`src/hdl/thbi_pkg.sv`:
```
`default_nettype none
package thbi_pkg;

   localparam int MAX_BINS    = 4096;
   localparam int MAX_SLOTS   = 32;
   localparam int ITEM_BITS   = 20;
   localparam int HASH_BITS   = 64;
   localparam int NUM_HASHES  = 3;
   localparam int BIN_BITS    = $clog2(MAX_BINS);
   localparam int SLOT_BITS   = $clog2(MAX_SLOTS);
   localparam int COUNT_BITS  = 13;
   localparam int LIMIT_BITS  = 6;
   localparam int FILL_BITS   = 6;
   localparam int CHOICE_BITS = 2;
   localparam int ENTRY_BITS  = ITEM_BITS + CHOICE_BITS;
   localparam int CSR_BITS    = 13;

   localparam logic [COUNT_BITS-1:0] BIN_COUNT_RESET = COUNT_BITS'(MAX_BINS);
   localparam logic [LIMIT_BITS-1:0] BIN_LIMIT_RESET = LIMIT_BITS'(MAX_SLOTS);

   typedef enum logic {
      OP_INSERT = 1'b0,
      OP_READ   = 1'b1
   } opcode_type;

   typedef enum logic {
      CSR_BIN_COUNT = 1'b0,
      CSR_BIN_LIMIT = 1'b1
   } csr_index_type;

   typedef struct packed {
      logic [0:0]           opcode;
      logic [ITEM_BITS-1:0] item_index;
      logic [HASH_BITS-1:0] hash_0;
      logic [HASH_BITS-1:0] hash_1;
      logic [HASH_BITS-1:0] hash_2;
      logic [BIN_BITS-1:0]  read_bin;
      logic [SLOT_BITS-1:0] read_slot;
   } req_type;

   typedef struct packed {
      logic [BIN_BITS-1:0]    bin;
      logic [SLOT_BITS-1:0]   slot;
      logic [ITEM_BITS-1:0]   entry_item;
      logic [CHOICE_BITS-1:0] hash_choice;
      logic                   overflow;
      logic                   entry_valid;
      logic                   last;
   } rsp_type;

endpackage
`default_nettype wire

```
`src/hdl/thbi_mod.sv`:
```
`default_nettype none
module thbi_mod import thbi_pkg::*; (
   input  wire logic                                  clock,
   input  wire logic                                  reset,
   input  wire logic                                  start,
   input  wire logic [NUM_HASHES-1:0][HASH_BITS-1:0]  hashes,
   input  wire logic [COUNT_BITS-1:0]                 modulus,
   output logic                                       done,
   output logic      [NUM_HASHES-1:0][BIN_BITS-1:0]   rems
);

   localparam int CNT_BITS = $clog2(HASH_BITS);

   logic                                 busy_ff, busy_in;
   logic [CNT_BITS-1:0]                  cnt_ff, cnt_in;
   logic [NUM_HASHES-1:0][HASH_BITS-1:0] sh_ff, sh_in;
   logic [NUM_HASHES-1:0][BIN_BITS-1:0]  rem_ff, rem_in;
   logic [NUM_HASHES-1:0][COUNT_BITS-1:0] trial;

   // one remainder bit per cycle and lane: shift in, subtract when at or above modulus
   always_comb begin
      busy_in = busy_ff;
      cnt_in  = cnt_ff;
      sh_in   = sh_ff;
      rem_in  = rem_ff;
      done    = 1'b0;
      for (int k = 0; k < NUM_HASHES; k++) begin
         trial[k] = {rem_ff[k], sh_ff[k][HASH_BITS-1]};
      end
      if (start) begin
         busy_in = 1'b1;
         cnt_in  = '0;
         sh_in   = hashes;
         rem_in  = '0;
      end else if (busy_ff) begin
         for (int k = 0; k < NUM_HASHES; k++) begin
            sh_in[k]  = {sh_ff[k][HASH_BITS-2:0], 1'b0};
            rem_in[k] = (trial[k] >= modulus) ? BIN_BITS'(trial[k] - modulus)
                                              : BIN_BITS'(trial[k]);
         end
         cnt_in = cnt_ff + 1'b1;
         if (cnt_ff == CNT_BITS'(HASH_BITS - 1)) begin
            busy_in = 1'b0;
            done    = 1'b1;
         end
      end
   end

   always_ff @(posedge clock) begin
      if (reset) begin
         busy_ff <= 1'b0;
         cnt_ff  <= '0;
      end else begin
         busy_ff <= busy_in;
         cnt_ff  <= cnt_in;
      end
      sh_ff  <= sh_in;
      rem_ff <= rem_in;
   end

   assign rems = rem_ff;

endmodule
`default_nettype wire

```
`config.mk`:
```
export PLATFORM = sky130hd
export DESIGN_NAME = thbi_mod
export DESIGN_NICKNAME = d
export VERILOG_FILES = /design/src/hdl/thbi_pkg.sv /design/src/hdl/thbi_mod.sv
export SDC_FILE = /design/constraint.sdc
export NUM_CORES = 1
export LEC_CHECK = 0
export BUFFER_PORTS_ARGS = -buffer_cell sky130_fd_sc_hd__buf_2
export CAP_MARGIN = 5
export CORE_MARGIN = 4
export CORE_UTILIZATION = 40
export CTS_BUF_LIST = sky130_fd_sc_hd__clkbuf_8
export DETAILED_ROUTE_END_ITERATION = 8
export GPL_ROUTABILITY_DRIVEN = 0
export PLACE_DENSITY = 0.7
export SLEW_MARGIN = 20
export SYNTH_ARGS = -nofsm -noshare
export SYNTH_HDL_FRONTEND = slang
export SYNTH_SLANG_ARGS = --single-unit
```
`constraint.sdc`:
```
create_clock -name clock -period 4.8 [get_ports clock]
set_input_delay 0.24 -clock clock [delete_from_list [all_inputs] [get_ports clock]]
set_output_delay 0.24 -clock clock [all_outputs]
set_load 0.1 [all_outputs]
```
## After elaboration in Yosys (flattened, before gate mapping)

Index checks and enable logic that the tools add are counted.

| cells by class | value |
|---|---|
| mux-type cells | 11 |
| shift operators | 0 |
| $mul | 0 |
| bitwise gates (word level) | 0 |
| reductions and logical operators | 2 |
| add/sub/neg operators | 4 |
| divide/modulo/power cells | 0 |
| equality and inequality tests | 1 |
| $lt $le $gt $ge | 3 |

Operators by type and width:

| operator | count |
|---|---|
| $mux W192 | 2 |
| $ge A13 B13 Y1 | 3 |
| $mux W12 | 3 |
| $sub A12 B12 Y12 | 3 |
| $add A6 B1 Y6 const B | 1 |
| $eq A6 B6 Y1 const B | 1 |
| $mux W1 | 6 |
| $reduce_bool A2 Y1 | 1 |
| $reduce_or A2 Y1 | 1 |

| word-level totals | value |
|---|---|
| memories | 0 |
| memory bits (read-only) | 0 |
| word-level logic and storage cells | 29 |
| latch bits | 0 |
| RAM bits | 0 |
| register bits after elaboration | 235 |

## Depth between registers and ports, before layout

| depth | value |
|---|---|
| word-level depth | 4 |
| gate-level depth with buffers | 11 |
| depth with buffers taken out | 11 |

## Least setup slack after synthesis

No wires, ideal clock.

| timing path | value |
|---|---|
| path kind | input -> register |
| start point | in start |
| end point | reg sh_ff[0] (netlist bit) (enable) |
| path slack | -124 ps |
| arrival time | 4379 ps |
| path buffers | 1 |
| cell stages on the path | 3 |
| setup time | 545 ps |
| data required time | 4255 ps |
| cells stage by stage | clkbuf_1 nor2_1 inv_1 |

| on the way | value |
|---|---|
| longest elaborated chain between the ends | 1 |

RTL lines:

| item | line | RTL |
|---|---|---|
| start: declaration | thbi_mod.sv:5 | `input wire logic start,` |
| $reduce_bool A2 Y1 (no source line) | n/a |  |
| end signal: assignment | thbi_mod.sv:57 | `sh_ff <= sh_in;` |
| end: declaration | thbi_mod.sv:16 | `logic [NUM_HASHES-1:0][HASH_BITS-1:0] sh_ff, sh_in;` |

Every way passes these cells.
A chain may end at the register's enable or synchronous reset.

## Worst setup path after layout

| timing path | value |
|---|---|
| start point | reg rem_ff, in the netlist rems[12] |
| end point | reg rem_ff, in the netlist rems[17] |

| on the way | value |
|---|---|
| longest elaborated chain between the ends | 2 |

RTL lines:

| item | line | RTL |
|---|---|---|
| start: declaration | thbi_mod.sv:17 | `logic [NUM_HASHES-1:0][BIN_BITS-1:0] rem_ff, rem_in;` |
| start signal: assignment | thbi_mod.sv:58 | `rem_ff <= rem_in;` |
| $sub A12 B12 Y12 or $ge A13 B13 Y1 (tied branches) | thbi_mod.sv:38 | `rem_in[k] = (trial[k] >= modulus) ? BIN_BITS'(trial[k] - modulus)` |
| $mux W12 * | thbi_mod.sv:38 |  |

Mark *: on every way between the ends. The rest lies on a longest branch, timed or not.

==> flow_results.xml <==
<?xml version="1.0" encoding="UTF-8"?>
<metrics>
  <group name="run_status">
    <metric name="outcome" unit="">completed</metric>
  </group>
  <group name="synth">
    <metric name="number_of_synthesized_register_bits" unit="">235</metric>
    <metric name="yosys_warnings" unit="">0</metric>
    <metric name="syn-num-nets" unit="">1063</metric>
    <metric name="yosysTopAreaCell" unit="">sky130_fd_sc_hd__edfxtp_1</metric>
    <metric name="synth.lib_cells_used.distinct" unit="">51</metric>
    <metric name="synth-edff-count" unit="">192</metric>
    <metric name="asyncSetResetFlopFracSynth" unit="%">0</metric>
    <metric name="netlist_instances" unit="">812</metric>
    <metric name="synth_seq_area_share" unit="%">58.1</metric>
    <metric name="syn_avg_cell_area" unit="µm²">14.1</metric>
    <metric name="synth.cell_area" unit="µm²">11400</metric>
    <metric name="yosysTopAreaCellShare" unit="%">50.5</metric>
    <metric name="synth.top_cells.by_area" unit="">sky130_fd_sc_hd__edfxtp_1 51%, sky130_fd_sc_hd__mux2_2 19%, sky130_fd_sc_hd__dfxtp_1 7.5%</metric>
    <metric name="dominantRegCellSynth" unit="">sky130_fd_sc_hd__edfxtp_1</metric>
  </group>
  <group name="timing">
    <metric name="max_slew.worst_pin.slew" unit="ps">946</metric>
    <metric name="fin_crit" unit="ps">2850</metric>
    <metric name="totalNegativeSetupSlack" unit="ps">0</metric>
    <metric name="setup_viol" unit="">0</metric>
    <metric name="slew_viol_final" unit="">0</metric>
    <metric name="final_hold_viol_count" unit="">0</metric>
    <metric name="grt_setup_unrepaired" unit="">false</metric>
    <metric name="slew_headroom" unit="%">36.9</metric>
    <metric name="post-route-period-util" unit="%">59.5</metric>
    <metric name="max_clock_freq" unit="MHz">350</metric>
    <metric name="clock_skew_after_layout" unit="ps">32.0</metric>
  </group>
  <group name="route">
    <metric name="route.antenna.remaining_nets" unit="">0</metric>
    <metric name="via_count" unit="">8255</metric>
    <metric name="firstDrtPassIters" unit="">4</metric>
    <metric name="via_per_inst" unit="">4.95</metric>
    <metric name="drc_errors" unit="">0</metric>
    <metric name="post_drt_wl_per_cell" unit="µm">17.5</metric>
    <metric name="drt_iter0_markers" unit="">403</metric>
    <metric name="drt_wl_total" unit="mm">29.2</metric>
  </group>
  <group name="clock_network">
    <metric name="worst_case_clock_buffer_depth" unit="">3</metric>
    <metric name="cts.root.buffer_cell" unit="">sky130_fd_sc_hd__clkbuf_8</metric>
    <metric name="clk-insertion-delay-late" unit="ps">550</metric>
    <metric name="worst_setup_hold_path_clk_slew" unit="ps">60</metric>
    <metric name="cts.sink_count" unit="">235</metric>
    <metric name="cts_h_tree_lvls" unit="">2</metric>
    <metric name="cts_resized" unit="">0</metric>
    <metric name="cts_made_buffers" unit="">42</metric>
    <metric name="cts_tree" unit="">done</metric>
  </group>
  <group name="global_route">
    <metric name="grt_antenna_before_repair" unit="">2</metric>
    <metric name="grt_first_pass_wirelength" unit="mm">46.0</metric>
    <metric name="grt_start_max_net_pins" unit="">126</metric>
    <metric name="global_route.usage.total" unit="%">18.3</metric>
    <metric name="overflow_after_grt" unit="">0</metric>
    <metric name="vias_in_the_first_global_route" unit="">8812</metric>
  </group>
  <group name="die">
    <metric name="fp.dieH" unit="µm">177</metric>
    <metric name="starting_density_of_the_core" unit="%">40.9</metric>
    <metric name="fp.coreArea" unit="µm²">27900</metric>
    <metric name="num_rows" unit="">61</metric>
    <metric name="dieArea" unit="µm²">31300</metric>
    <metric name="boundaryPins" unit="">245</metric>
    <metric name="fp.dieW" unit="µm">177</metric>
  </group>
  <group name="finish">
    <metric name="fillers" unit="">2277</metric>
    <metric name="flow.area_growth_from_synthesis" unit="%">37.4</metric>
    <metric name="post_layout_nonfiller_instances" unit="">1666</metric>
    <metric name="drive_gt1_share" unit="%">39.1</metric>
    <metric name="number_of_nets_at_the_end_of_the_flow" unit="">1508</metric>
    <metric name="final_common_cell" unit="">sky130_fd_sc_hd__buf_2</metric>
    <metric name="mostFrequentLayoutCells" unit="">243 x sky130_fd_sc_hd__buf_2, 192 x sky130_fd_sc_hd__edfxtp_1, 189 x sky130_fd_sc_hd__mux2_2</metric>
  </group>
  <group name="run">
    <metric name="max_cap_violations" unit="">0</metric>
  </group>
  <group name="setup_path">
    <metric name="worstPathMaxFanout" unit="">18</metric>
    <metric name="critPathKind" unit="">register to register</metric>
    <metric name="r2r-start" unit="">rems[12]</metric>
    <metric name="cp-start-kind" unit="">register</metric>
    <metric name="arrival" unit="ps">3290</metric>
    <metric name="critPathRequiredTime" unit="ps">5240</metric>
    <metric name="startpoint" unit="">rems[12]</metric>
    <metric name="timing.critical_path.to_type" unit="">register</metric>
  </group>
  <group name="placement">
    <metric name="post_placement_cell_count" unit="">1404</metric>
    <metric name="place.detailed.hpwl" unit="mm">17.4</metric>
    <metric name="port_buffers" unit="">244</metric>
  </group>
  <group name="hold_path">
    <metric name="worst_hold_path_type" unit="">input pin to register</metric>
    <metric name="hold_path.startpoint" unit="">hashes[6]</metric>
  </group>
  <group name="power_and_ir_drop">
    <metric name="ir_worst_vdd" unit="mV">0.219</metric>
    <metric name="power_density" unit="nW/µm²">324</metric>
    <metric name="p_leak" unit="nW">6.47</metric>
  </group>
</metrics>
-- path summary, 6_finish.rpt --
kind | cells past startpoint | slack, ps | to
worst max-delay path | 8 | 1950 | rems[17]
worst min-delay path | 2 | 50 | sh_ff[6]
worst max register to register | 8 | 1950 | rems[17]
worst min register to register | 2 | 490 | cnt_ff[5]
-- layer usage --
| metal | up-vias | GRT usage (%) | part of all wire (%) |
|---|---|---|---|
| met5 | - | 0 | 0 |
| met1 | 3916 | 22.4 | 41 |
| met3 | 55 | 4.29 | 6.2 |
| met4 | 0 | 6.09 | 2.7 |
| li1 | 3997 | - | - |
| met2 | 287 | 32.0 | 50 |
-- report_power, final --
group / internal (W) / total, W / switching (W)
registers: 0.00244 / 0.00251 / 0.0000697
logic: 0.000405 / 0.000802 / 0.000397
clock network: 0.000922 / 0.00177 / 0.000849
-- state kept, by name, indices dropped and copies added (netlist names) --
signal and cells:
busy_ff 1, rems 36, cnt_ff 6, sh_ff 192
-- cell usage after synthesis (3+ instances only) --
library cell and instances:
sky130_fd_sc_hd__o21a_1 7, sky130_fd_sc_hd__nand3_1 13, sky130_fd_sc_hd__nand4_1 9, sky130_fd_sc_hd__fa_1 3, sky130_fd_sc_hd__xor2_1 13, sky130_fd_sc_hd__nor2_1 34, sky130_fd_sc_hd__mux2_2 189, sky130_fd_sc_hd__dfxtp_1 43
sky130_fd_sc_hd__and2_1 5, sky130_fd_sc_hd__o21ai_0 22, sky130_fd_sc_hd__a31oi_1 4, sky130_fd_sc_hd__mux2i_1 21, sky130_fd_sc_hd__edfxtp_1 192, sky130_fd_sc_hd__a21oi_1 23, sky130_fd_sc_hd__nor2b_1 5, sky130_fd_sc_hd__nand2b_1 4
sky130_fd_sc_hd__ha_1 40, sky130_fd_sc_hd__nand2_1 28, sky130_fd_sc_hd__a21o_1 12, sky130_fd_sc_hd__inv_1 24, sky130_fd_sc_hd__and3_1 3, sky130_fd_sc_hd__xnor2_1 17, sky130_fd_sc_hd__or2_2 5, sky130_fd_sc_hd__clkbuf_1 29
sky130_fd_sc_hd__o31ai_1 8, sky130_fd_sc_hd__a32oi_1 6, sky130_fd_sc_hd__a211oi_1 10, sky130_fd_sc_hd__nor3_1 4, sky130_fd_sc_hd__o311ai_0 4, sky130_fd_sc_hd__o22ai_1 4, sky130_fd_sc_hd__buf_1 3
-- worst max-delay path, cell delays in order, from the launching register on --
cell	delay, ps
sky130_fd_sc_hd__dfxtp_1	440
sky130_fd_sc_hd__ha_1	290
sky130_fd_sc_hd__nor2b_1	150
sky130_fd_sc_hd__o21bai_1	170
sky130_fd_sc_hd__a31o_1	190
sky130_fd_sc_hd__nor3b_1	320
sky130_fd_sc_hd__o211a_1	660
sky130_fd_sc_hd__mux2_4	360
sky130_fd_sc_hd__a211oi_2	200
-- logic make-up after synthesis --
kind of cell	Yosys count	share of synthesized area [%]
DFF	235	58.1
muxes	211	20.6
buffers and inverters	60	2.13
xor gates and xnor gates	30	2.30
AOI/OAI and AO/OA	117	7.10
adders and majority gates	43	4.91
and+or+nand+nor	116	4.87
-- per-stage QoR --
stage / utilization (%) / area (µm²) / setup slack, ps / total power (W) / hold slack, ps
finish: 56.1 / 15700 / 1950 / 0.00508 / 45.4
CTS: 56.1 / 15700 / 1950 / 0.00511 / 1.15
global placement: 46.6 / 13000 / 1860 / 0.00320 / 433
detailed placement: 46.6 / 13000 / 1770 / 0.00321 / 436
floorplan: - / 11400 / 668 / 0.00301 / 319
global route: 56.1 / 15700 / 1750 / 0.00531 / 10.9
-- repair_timing --
| action | in CTS | in global routing |
|---|---|---|
| setup endpoints to repair | 0 | 0 |
| buffers inserted | 0 | 0 |
| hold buffers | 186 | 1 |
| hold endpoints to repair | 186 | 1 |
-- area by class of cell --
class	instances	area, µm²	share of cell area (%)
Timing Repair Buffer	437	3160	20.2
Antenna cell	3	7.51	0.0479
Clock buffer	45	619	3.95
Sequential cell	235	6630	42.3
Tap cell	378	473	3.02
Multi-Input combinational cell	517	4550	29.0
Inverter	24	93.8	0.599
Clock inverter	27	150	0.958
No activity file was read; power rests on OpenSTA's default activity.
